**src/sv/fees_pkg.sv**
```systemverilog
`timescale 1ns / 1ps
package fees_pkg;

  localparam int DataW     = 32;
  localparam int SumW      = 54;
  localparam int CountW    = 23;
  localparam int LimitW    = 31;
  localparam int MaxPixels = 4194304;

  localparam logic [CountW-1:0] CountMax = {CountW{1'b1}};
  localparam logic [CountW-1:0] CountCap =
    (MaxPixels > (2**CountW - 1)) ? CountMax : CountW'(MaxPixels);

  localparam logic [LimitW-1:0] LimitReset = 31'd256000000;
  localparam logic [DataW-1:0]  ErrMax     = {DataW{1'b1}};
  localparam logic [SumW-1:0]   SumMax     = {SumW{1'b1}};

  localparam int SqrtSteps  = DataW;
  localparam int DivSteps   = SumW;
  localparam int QueueDepth = 2;
  localparam int QueuePtrW  = $clog2(QueueDepth);

  localparam int  AddrW           = 3;
  localparam logic RegUnknownLimit = 1'b0;

  typedef struct packed {
    logic [DataW-1:0] du;
    logic [DataW-1:0] dv;
    logic             known;
    logic             last;
  } entry_t;

endpackage

```
**src/sv/fees_front.sv**
```systemverilog
`timescale 1ns / 1ps
module fees_front import fees_pkg::*; (
  input  logic                     in_valid_i,
  output logic                     in_ready_o,
  input  logic signed [DataW-1:0]  flow_u_i,
  input  logic signed [DataW-1:0]  flow_v_i,
  input  logic signed [DataW-1:0]  truth_u_i,
  input  logic signed [DataW-1:0]  truth_v_i,
  input  logic                     last_pixel_i,
  input  logic [LimitW-1:0]        limit_i,
  input  logic                     q_full_i,
  output logic                     push_o,
  output entry_t                   entry_o
);

  logic [DataW-1:0] tu_mag;
  logic [DataW-1:0] tv_mag;
  logic [DataW:0]   du_diff;
  logic [DataW:0]   dv_diff;
  logic [DataW:0]   du_abs;
  logic [DataW:0]   dv_abs;

  always_comb begin
    tu_mag  = truth_u_i[DataW-1] ? (~truth_u_i + 1'b1) : truth_u_i;
    tv_mag  = truth_v_i[DataW-1] ? (~truth_v_i + 1'b1) : truth_v_i;
    du_diff = {flow_u_i[DataW-1], flow_u_i} - {truth_u_i[DataW-1], truth_u_i};
    dv_diff = {flow_v_i[DataW-1], flow_v_i} - {truth_v_i[DataW-1], truth_v_i};
    du_abs  = du_diff[DataW] ? (~du_diff + 1'b1) : du_diff;
    dv_abs  = dv_diff[DataW] ? (~dv_diff + 1'b1) : dv_diff;
  end

  assign in_ready_o    = !q_full_i;
  assign push_o        = in_valid_i && !q_full_i;
  assign entry_o.du    = du_abs[DataW-1:0];
  assign entry_o.dv    = dv_abs[DataW-1:0];
  assign entry_o.known = (tu_mag <= {1'b0, limit_i}) && (tv_mag <= {1'b0, limit_i});
  assign entry_o.last  = last_pixel_i;

endmodule

```
**src/sv/fees_queue.sv**
```systemverilog
`timescale 1ns / 1ps
module fees_queue import fees_pkg::*; (
  input  logic   clk_i,
  input  logic   rst_ni,
  input  logic   push_i,
  input  entry_t entry_i,
  output logic   full_o,
  output logic   valid_o,
  input  logic   pop_i,
  output entry_t entry_o
);

  entry_t                slot_q [QueueDepth];
  logic [QueuePtrW-1:0]  wptr_q;
  logic [QueuePtrW-1:0]  rptr_q;
  logic [QueuePtrW:0]    cnt_q;

  assign full_o  = (cnt_q == (QueuePtrW+1)'(QueueDepth));
  assign valid_o = (cnt_q != '0);
  assign entry_o = slot_q[rptr_q];

  always_ff @(posedge clk_i or negedge rst_ni) begin
    if (!rst_ni) begin
      wptr_q <= '0;
      rptr_q <= '0;
      cnt_q  <= '0;
    end else begin
      if (push_i) begin
        wptr_q <= wptr_q + 1'b1;
      end
      if (pop_i) begin
        rptr_q <= rptr_q + 1'b1;
      end
      if (push_i && !pop_i) begin
        cnt_q <= cnt_q + 1'b1;
      end else if (pop_i && !push_i) begin
        cnt_q <= cnt_q - 1'b1;
      end
    end
  end

  always_ff @(posedge clk_i) begin
    if (push_i) begin
      slot_q[wptr_q] <= entry_i;
    end
  end

endmodule

```
**src/sv/fees_back.sv**
```systemverilog
`timescale 1ns / 1ps
module fees_back import fees_pkg::*; (
  input  logic              clk_i,
  input  logic              rst_ni,
  input  logic              q_valid_i,
  input  entry_t            q_entry_i,
  output logic              q_pop_o,
  output logic              out_valid_o,
  input  logic              out_ready_i,
  output logic [DataW-1:0]  pixel_error_o,
  output logic              pixel_valid_o,
  output logic              frame_done_o,
  output logic [DataW-1:0]  max_error_o,
  output logic [DataW-1:0]  mean_error_o,
  output logic [SumW-1:0]   error_sum_o,
  output logic [CountW-1:0] valid_count_o
);

  typedef enum logic [2:0] {
    ST_IDLE,
    ST_MULA,
    ST_MULB,
    ST_ADD,
    ST_SQRT,
    ST_UPD,
    ST_DIV,
    ST_FIN
  } state_e;

  state_e                state_q;
  entry_t                cur_q;
  logic [2*DataW-1:0]    a_q;
  logic [2*DataW-1:0]    b_q;
  logic [2*DataW-1:0]    n_q;
  logic [DataW+1:0]      rem_q;
  logic [DataW-1:0]      root_q;
  logic [5:0]            iter_q;
  logic [DataW-1:0]      err_q;
  logic [DataW-1:0]      max_q;
  logic [SumW-1:0]       sum_q;
  logic [CountW-1:0]     count_q;
  logic [SumW-1:0]       dq_q;
  logic [CountW-1:0]     drem_q;

  logic                  out_valid_q;
  logic [DataW-1:0]      pixel_error_q;
  logic                  pixel_valid_q;
  logic                  frame_done_q;
  logic [DataW-1:0]      max_error_q;
  logic [DataW-1:0]      mean_error_q;
  logic [SumW-1:0]       error_sum_q;
  logic [CountW-1:0]     valid_count_q;

  logic [DataW-1:0]      mul_op;
  logic [2*DataW-1:0]    prod;
  logic [2*DataW:0]      sum_ab;
  logic [DataW+3:0]      rem_sh;
  logic [DataW+3:0]      trial;
  logic                  sq_ge;
  logic [DataW+3:0]      sq_diff;
  logic [DataW-1:0]      root_nx;
  logic [SumW:0]         sum_add;
  logic                  do_count;
  logic [CountW-1:0]     count_upd;
  logic [SumW-1:0]       sum_upd;
  logic [DataW-1:0]      max_upd;
  logic [CountW:0]       drem_sh;
  logic                  div_ge;
  logic [CountW:0]       div_diff;
  logic                  out_free;

  always_comb begin
    mul_op    = (state_q == ST_MULA) ? cur_q.du : cur_q.dv;
    prod      = (2*DataW)'(mul_op) * (2*DataW)'(mul_op);
    sum_ab    = {1'b0, a_q} + {1'b0, b_q};
    rem_sh    = {rem_q, n_q[2*DataW-1 -: 2]};
    trial     = {2'b00, root_q, 2'b01};
    sq_ge     = (rem_sh >= trial);
    sq_diff   = rem_sh - trial;
    root_nx   = {root_q[DataW-2:0], sq_ge};
    sum_add   = {1'b0, sum_q} + (SumW+1)'(err_q);
    do_count  = cur_q.known && (count_q < CountCap);
    count_upd = do_count ? (count_q + 1'b1) : count_q;
    sum_upd   = !do_count ? sum_q : (sum_add[SumW] ? SumMax : sum_add[SumW-1:0]);
    max_upd   = (cur_q.known && (err_q > max_q)) ? err_q : max_q;
    drem_sh   = {drem_q, dq_q[SumW-1]};
    div_ge    = (drem_sh >= {1'b0, count_q});
    div_diff  = drem_sh - {1'b0, count_q};
    out_free  = !out_valid_q || out_ready_i;
  end

  assign q_pop_o = (state_q == ST_IDLE) && q_valid_i;

  always_ff @(posedge clk_i or negedge rst_ni) begin
    if (!rst_ni) begin
      state_q       <= ST_IDLE;
      cur_q         <= '0;
      a_q           <= '0;
      b_q           <= '0;
      n_q           <= '0;
      rem_q         <= '0;
      root_q        <= '0;
      iter_q        <= '0;
      err_q         <= '0;
      max_q         <= '0;
      sum_q         <= '0;
      count_q       <= '0;
      dq_q          <= '0;
      drem_q        <= '0;
      out_valid_q   <= 1'b0;
      pixel_error_q <= '0;
      pixel_valid_q <= 1'b0;
      frame_done_q  <= 1'b0;
      max_error_q   <= '0;
      mean_error_q  <= '0;
      error_sum_q   <= '0;
      valid_count_q <= '0;
    end else begin
      if (out_valid_q && out_ready_i && (state_q != ST_FIN)) begin
        out_valid_q <= 1'b0;
      end
      unique case (state_q)
        ST_IDLE: begin
          if (q_valid_i) begin
            cur_q   <= q_entry_i;
            err_q   <= '0;
            state_q <= q_entry_i.known ? ST_MULA : ST_UPD;
          end
        end
        ST_MULA: begin
          a_q     <= prod;
          state_q <= ST_MULB;
        end
        ST_MULB: begin
          b_q     <= prod;
          state_q <= ST_ADD;
        end
        ST_ADD: begin
          if (sum_ab[2*DataW]) begin
            err_q   <= ErrMax;
            state_q <= ST_UPD;
          end else begin
            n_q     <= sum_ab[2*DataW-1:0];
            rem_q   <= '0;
            root_q  <= '0;
            iter_q  <= '0;
            state_q <= ST_SQRT;
          end
        end
        ST_SQRT: begin
          n_q    <= {n_q[2*DataW-3:0], 2'b00};
          rem_q  <= sq_ge ? sq_diff[DataW+1:0] : rem_sh[DataW+1:0];
          root_q <= root_nx;
          if (iter_q == 6'(SqrtSteps - 1)) begin
            err_q   <= root_nx;
            state_q <= ST_UPD;
          end else begin
            iter_q <= iter_q + 1'b1;
          end
        end
        ST_UPD: begin
          max_q   <= max_upd;
          count_q <= count_upd;
          sum_q   <= sum_upd;
          if (cur_q.last && (count_upd != '0)) begin
            dq_q    <= sum_upd;
            drem_q  <= '0;
            iter_q  <= '0;
            state_q <= ST_DIV;
          end else begin
            dq_q    <= '0;
            state_q <= ST_FIN;
          end
        end
        ST_DIV: begin
          dq_q   <= {dq_q[SumW-2:0], div_ge};
          drem_q <= div_ge ? div_diff[CountW-1:0] : drem_sh[CountW-1:0];
          if (iter_q == 6'(DivSteps - 1)) begin
            state_q <= ST_FIN;
          end else begin
            iter_q <= iter_q + 1'b1;
          end
        end
        ST_FIN: begin
          if (out_free) begin
            out_valid_q   <= 1'b1;
            pixel_error_q <= err_q;
            pixel_valid_q <= cur_q.known;
            frame_done_q  <= cur_q.last;
            if (cur_q.last) begin
              max_error_q   <= max_q;
              mean_error_q  <= (dq_q > SumW'(ErrMax)) ? ErrMax : dq_q[DataW-1:0];
              error_sum_q   <= sum_q;
              valid_count_q <= count_q;
              max_q         <= '0;
              sum_q         <= '0;
              count_q       <= '0;
            end else begin
              max_error_q   <= '0;
              mean_error_q  <= '0;
              error_sum_q   <= '0;
              valid_count_q <= '0;
            end
            state_q <= ST_IDLE;
          end
        end
        default: state_q <= ST_IDLE;
      endcase
    end
  end

  assign out_valid_o   = out_valid_q;
  assign pixel_error_o = pixel_error_q;
  assign pixel_valid_o = pixel_valid_q;
  assign frame_done_o  = frame_done_q;
  assign max_error_o   = max_error_q;
  assign mean_error_o  = mean_error_q;
  assign error_sum_o   = error_sum_q;
  assign valid_count_o = valid_count_q;

`ifndef SYNTHESIS
  a_count_cap: assert property (@(posedge clk_i) disable iff (!rst_ni)
    count_q <= CountCap)
    else $error("valid count above cap");

  a_div_nonzero: assert property (@(posedge clk_i) disable iff (!rst_ni)
    state_q == ST_DIV |-> count_q != '0)
    else $error("division by zero count");

  a_frame_clear: assert property (@(posedge clk_i) disable iff (!rst_ni)
    (state_q == ST_FIN && out_free && cur_q.last) |=>
      (count_q == '0 && sum_q == '0 && max_q == '0))
    else $error("accumulators not cleared after frame");

  a_unknown_zero: assert property (@(posedge clk_i) disable iff (!rst_ni)
    (out_valid_o && !pixel_valid_o) |-> pixel_error_o == '0)
    else $error("unknown pixel carries an error");

  a_frame_fields: assert property (@(posedge clk_i) disable iff (!rst_ni)
    (out_valid_o && !frame_done_o) |->
      (max_error_o == '0 && mean_error_o == '0 && error_sum_o == '0 &&
       valid_count_o == '0))
    else $error("frame fields set outside frame end");
`endif

endmodule

```
**src/sv/flow_endpoint_error_stats_core.sv**
```systemverilog
`timescale 1ns / 1ps
// Endpoint error statistics for one optical-flow frame.
// Input channel (in_valid_i/in_ready_o): one pixel per transaction, computed
// and ground-truth flow in signed Q24.8 plus a last_pixel mark.
// Output channel (out_valid_o/out_ready_i): one result per pixel, the pixel's
// endpoint error and, on the last pixel, max, sum, count and mean of the frame.
// APB port: register 0 at address 0 holds the unknown limit (31 bits).
// A front stage classifies each pixel and writes a two-entry queue; the back
// sequencer squares the differences on one shared 32x32 multiplier and takes
// the square root one result bit per cycle.
// The back sequencer takes a new pixel only after finishing the previous one:
// a known pixel is squared, summed and run through the 32-step square root
// loop, one whose squared error overflows skips the root, an unknown one goes
// straight to the accumulator update, and the last pixel of a frame with
// counted pixels then runs the bit-serial mean division.
// Reset clears the accumulators and loads the limit with 256000000 (1e6).
// When the receiver stalls, the finished result holds in the output register,
// the back sequencer waits, and the queue takes up to two more pixels before
// in_ready_o drops.
module flow_endpoint_error_stats_core import fees_pkg::*; (
  input  logic                     clk_i,
  input  logic                     rst_ni,
  input  logic                     psel,
  input  logic                     penable,
  input  logic                     pwrite,
  input  logic [AddrW-1:0]         paddr,
  input  logic [31:0]              pwdata,
  output logic [31:0]              prdata,
  output logic                     pready,
  input  logic                     in_valid_i,
  output logic                     in_ready_o,
  input  logic signed [DataW-1:0]  flow_u_i,
  input  logic signed [DataW-1:0]  flow_v_i,
  input  logic signed [DataW-1:0]  truth_u_i,
  input  logic signed [DataW-1:0]  truth_v_i,
  input  logic                     last_pixel_i,
  output logic                     out_valid_o,
  input  logic                     out_ready_i,
  output logic [DataW-1:0]         pixel_error_o,
  output logic                     pixel_valid_o,
  output logic                     frame_done_o,
  output logic [DataW-1:0]         max_error_o,
  output logic [DataW-1:0]         mean_error_o,
  output logic [SumW-1:0]          error_sum_o,
  output logic [CountW-1:0]        valid_count_o
);

  logic [LimitW-1:0] limit_q;
  logic              reg_sel;
  logic              push;
  logic              q_full;
  logic              q_valid;
  logic              q_pop;
  entry_t            push_entry;
  entry_t            pop_entry;

  assign reg_sel = (paddr[AddrW-1] == RegUnknownLimit);
  assign pready  = 1'b1;
  assign prdata  = reg_sel ? {1'b0, limit_q} : '0;

  always_ff @(posedge clk_i or negedge rst_ni) begin
    if (!rst_ni) begin
      limit_q <= LimitReset;
    end else if (psel && penable && pwrite && pready && reg_sel) begin
      limit_q <= pwdata[LimitW-1:0];
    end
  end

  fees_front u_front (
    .in_valid_i   (in_valid_i),
    .in_ready_o   (in_ready_o),
    .flow_u_i     (flow_u_i),
    .flow_v_i     (flow_v_i),
    .truth_u_i    (truth_u_i),
    .truth_v_i    (truth_v_i),
    .last_pixel_i (last_pixel_i),
    .limit_i      (limit_q),
    .q_full_i     (q_full),
    .push_o       (push),
    .entry_o      (push_entry)
  );

  fees_queue u_queue (
    .clk_i   (clk_i),
    .rst_ni  (rst_ni),
    .push_i  (push),
    .entry_i (push_entry),
    .full_o  (q_full),
    .valid_o (q_valid),
    .pop_i   (q_pop),
    .entry_o (pop_entry)
  );

  fees_back u_back (
    .clk_i         (clk_i),
    .rst_ni        (rst_ni),
    .q_valid_i     (q_valid),
    .q_entry_i     (pop_entry),
    .q_pop_o       (q_pop),
    .out_valid_o   (out_valid_o),
    .out_ready_i   (out_ready_i),
    .pixel_error_o (pixel_error_o),
    .pixel_valid_o (pixel_valid_o),
    .frame_done_o  (frame_done_o),
    .max_error_o   (max_error_o),
    .mean_error_o  (mean_error_o),
    .error_sum_o   (error_sum_o),
    .valid_count_o (valid_count_o)
  );

endmodule
```
**config.mk**
```make
export PLATFORM = sky130hd
export DESIGN_NAME = flow_endpoint_error_stats_core
export DESIGN_NICKNAME = d
export VERILOG_FILES = /design/src/sv/fees_pkg.sv /design/src/sv/fees_front.sv /design/src/sv/fees_queue.sv /design/src/sv/fees_back.sv /design/src/sv/flow_endpoint_error_stats_core.sv
export SDC_FILE = /design/constraint.sdc
export NUM_CORES = 2
export LEC_CHECK = 0
export ABC_AREA = 0
export BUFFER_PORTS_ARGS = -buffer_cell sky130_fd_sc_hd__buf_2
export CAP_MARGIN = 20
export CORE_ASPECT_RATIO = 1.2
export CORE_MARGIN = 2
export CORE_UTILIZATION = 55
export CTS_CLUSTER_DIAMETER = 200
export DETAILED_ROUTE_END_ITERATION = 16
export PLACE_DENSITY = 0.75
export SYNTH_ARGS = -nofsm -noshare
export SYNTH_HDL_FRONTEND = slang
export SYNTH_SLANG_ARGS = --single-unit
```
**constraint.sdc**
```tcl
create_clock -name clk_i -period 10.2 [get_ports clk_i]
set_clock_uncertainty 0.05 [all_clocks]
set_input_delay 1.02 -clock clk_i [delete_from_list [all_inputs] [get_ports clk_i]]
set_output_delay 1.02 -clock clk_i [all_outputs]
set_load 0.01 [all_outputs]
```
==> flow_summary.json <==
{
  "run_status": "completed",
  "cp.arrival_ns": 10.25,
  "reg2reg_to": "u_back.b_q[60]$_DFFE_PN0P_",
  "start_kind": "register",
  "core_mm2": 0.148,
  "area_growth_pct": 8.77,
  "synthFlopType": "dfrtp_1",
  "synth_cell_types": 102,
  "max-slew-margin-rel": 0.202,
  "muxShareOfSynthArea": 0.0253,
  "fmax_mhz": 103,
  "synth_seq_area_share": 0.281,
  "cts_buffers": 91,
  "ff2ff_setup_slack_ns": 0.45,
  "slew_violations": 0,
  "hpwl_mm": 180,
  "drive_above_1_share": 0.0890,
  "clkLatencyLatePin_ns": 0.76,
  "start_util": 0.552,
  "cp_max_fo": 35,
  "synth_top_area_share": 0.230,
  "clk_pin_slew_ns": 0.06,
  "nets": 10800,
  "syn_inst": 9036,
  "yosys-top-cells-area": "dfrtp_1 23%, fa_1 20%, ha_1 9.2%",
  "synth_adder_area_share": 0.289,
  "port_buffers": 375,
  "hold_path.class": "primary input to asynchronous set/reset pin",
  "synth_fp_nets": 10600,
  "grt_start_max_net_pins": 267,
  "endpoint_kind": "register",
  "num_vias": 65800,
  "synth_top_family_by_area": "adder cells",
  "async_flop_share": 0.852,
  "period_needed_ns": 9.75,
  "slowest_delay_ns": 0.58,
  "grt_pass1_wl_mm": 367,
  "synth_compound_area_frac": 0.150,
  "ios": 381,
  "cts_num_sinks": 892,
  "dr.pass1.iters": 7,
  "route.detailed.drc": 0,
  "netlist_area_mm2": 0.0819,
  "num_rows": 155,
  "hold_viol": 0,
  "fin_tns_setup_ns": 0,
  "wl_per_cell_um": 20.6,
  "vias_per_cell": 5.84,
  "cts-root-buf": "clkbuf_16",
  "yosysTopAreaCell": "dfrtp_1",
  "grt_use_total": 0.307,
  "antenna_found_initial": 5,
  "overflow": 0,
  "chipHeight_um": 427,
  "grt_pass1_vias": 67400,
  "tritoncts": "done",
  "reg2reg_depth": 32,
  "htree_levels": 3,
  "timing.max_cap.violations": 0,
  "dieArea_mm2": 0.152,
  "first_iter_violations": 5589,
  "power_density_mw_per_mm2": 95.3,
  "fp.dieW_um": 356,
  "crit_path_frequent_cell": "fa_1",
  "synth_seq_cells": 892,
  "rsz0062_at_grt": "no",
  "final_antenna_net_count": 0,
  "regToRegStartpoint": "u_back.state_q[1]$_DFFE_PN0P_",
  "totalWireLength_mm": 232,
  "synth-edff-count": 132,
  "required_ns": 10.70,
  "cts_buffer_depth": 3,
  "synthSimpleGateAreaFrac": 0.132,
  "syn_area_per_cell_um2": 9.06,
  "worstSetupPathType": "register to register",
  "ir_drop_mv": 0.159,
  "synth_xor_xnor_area_share": 0.0433,
  "finalNonFillerCells": 11300,
  "slowest_stage": "fa_1",
  "gp_congestion": 0.998,
  "dp_cells": 11100,
  "yosys_warnings": 0,
  "worst_pin_slew_ns": 1.20,
  "setup_viol": 0,
  "post-route-period-util": 0.956,
  "p_leak_nw": 45.0
}
[power by group]
part / internal (W) / switching (W) / leakage [nW]
Combinational: 0.000390 / 0.000716 / 32.0
Sequential: 0.00388 / 0.0000555 / 11.4
Clock: 0.00192 / 0.00153 / 1.52
Total: 0.00619 / 0.00231 / 45.0
[worst max path at each step]
stage	startpoint	end	slack, ns	depth (start not counted)
5_1_grt	u_back.state_q[0]$_DFFE_PN0P_	u_back.a_q[63]$_DFFE_PN0P_	0.02	35
6_report	u_back.state_q[1]$_DFFE_PN0P_	u_back.b_q[60]$_DFFE_PN0P_	0.45	32
2_1_floorplan	u_back.state_q[2]$_DFFE_PN0P_	u_back.a_q[57]$_DFFE_PN0P_	0.57	31
3_5_place_dp	u_back.state_q[1]$_DFFE_PN0P_	u_back.a_q[63]$_DFFE_PN0P_	0.40	30
3_3_place_gp	u_back.state_q[1]$_DFFE_PN0P_	u_back.a_q[63]$_DFFE_PN0P_	0.55	30
4_1_cts	u_back.state_q[1]$_DFFE_PN0P_	u_back.b_q[63]$_DFFE_PN0P_	0.27	30
[worst max-delay path: cells and delay by family (launching register included)]
| kind | cells | cell delay (ns) |
|---|---|---|
| and+or+nand+nor | 2 | 0.57 |
| muxes | 1 | 0.33 |
| adders and majority gates | 9 | 4.50 |
| xor gates and xnor gates | 1 | 0.28 |
| AOI/OAI and AO/OA | 10 | 1.85 |
| DFF | 1 | 0.40 |
| buffers and inverters | 9 | 1.48 |
[repair_timing]
item                                    4_1_cts  5_1_grt
setup buffers                                 0        4
hold buffers                                  0        0
endpoints found under the setup margin        0       17
gates resized for setup                       0        5
[flip-flops by register name, indices dropped and copies added, names as in the netlist, 34 cells and up]
| register | cells |
|---|---|
| u_back.rem_q | 34 |
| u_back.sum_q | 54 |
| u_queue.slot_q | 132 |
| u_back.dq_q | 54 |
| u_back.error_sum_o | 54 |
| u_back.b_q | 63 |
| u_back.a_q | 63 |
| u_back.n_q | 64 |
| u_back.cur_q | 66 |
[stage by stage]
stage               cell area (µm²)  setup WS (ns)  total power, W  utilization  hold slack (ns)
floorplan                     81900          0.572         0.00470            -            0.393
global placement              85800          0.553         0.00505        0.578            0.403
detailed placement            85800          0.396         0.00509        0.579            0.413
CTS                           88900          0.265         0.00855        0.600            0.362
global route                  89100         0.0177         0.00883        0.600            0.424
finish                        89100          0.450         0.00849        0.600            0.320
[per-layer routing]
layer / track usage / part of all wire / up-vias
met1: 0.379 / 0.39 / 32200
met5: 0 / 0.000052 / -
met2: 0.519 / 0.48 / 2534
met3: 0.0432 / 0.067 / 657
li1: - / - / 30400
met4: 0.171 / 0.062 / 2
[cell usage in the layout (no fill, tap or decap), drive strengths merged, types with 37 or more instances in the layout]
| master | netlist | final |
|---|---|---|
| a31oi | 50 | 50 |
| o21a | 54 | 54 |
| nand2 | 1085 | 1085 |
| nor3 | 80 | 80 |
| dfrtp | 753 | 753 |
| edfxtp | 132 | 132 |
| clkbuf | 339 | 123 |
| o21bai | 50 | 50 |
| nand3 | 144 | 144 |
| mux2i | 134 | 134 |
| fa | 806 | 806 |
| xnor2 | 264 | 264 |
| a21oi | 472 | 472 |
| a22oi | 42 | 42 |
| ha | 605 | 605 |
| or3 | 37 | 37 |
| nand4 | 74 | 74 |
| a21o | 207 | 207 |
| nand2b | 43 | 43 |
| and3 | 62 | 62 |
| nor2 | 729 | 729 |
| o21ai | 674 | 674 |
| mux2 | 65 | 65 |
| nor2b | 53 | 53 |
| inv | 1297 | 1305 |
| o31ai | 40 | 40 |
| buf | 60 | 502 |
| xor2 | 141 | 141 |
| a221o | 48 | 48 |
[cell usage after synthesis (all sizes together), types with 15 or more instances]
cell type,number
a21o,207
or3,37
nand2,1085
nor2,729
inv,1297
o211ai,32
buf,60
ha,605
nor4,26
xor2,141
o31ai,40
dfrtp,753
a22o,35
a22oi,42
mux2i,134
clkbuf,339
a311oi,23
edfxtp,132
a31oi,50
and3,62
o22ai,15
o21bai,50
a211oi,35
a21oi,472
nand2b,43
and2,36
nand3,144
nor3,80
xnor2,264
a211o,15
mux2,65
o21ai,674
o21a,54
nand4,74
or2,16
a221o,48
and4,15
fa,806
nor2b,53
a221oi,28
[cell families after synthesis]
logic type	after synthesis
flip-flops	892
adder cells (fa/ha/maj)	1411
other	2
buffers and inverters	1705
AO/OA/AOI/OAI	1960
XOR/XNOR	405
multiplexers	199
AND/OR/NAND/NOR	2462
[cell type report]
class,instances,area (µm²)
clock buffer,123,2590
sequential,892,23000
inverter,1306,4920
multi-input combinational,6439,52600
tap,1962,2450
timing repair buffer,502,2980
antenna,5,12.5
clock inverter,46,524
fill,12700,59300
Note: power is estimated with default switching activity, not from simulation.
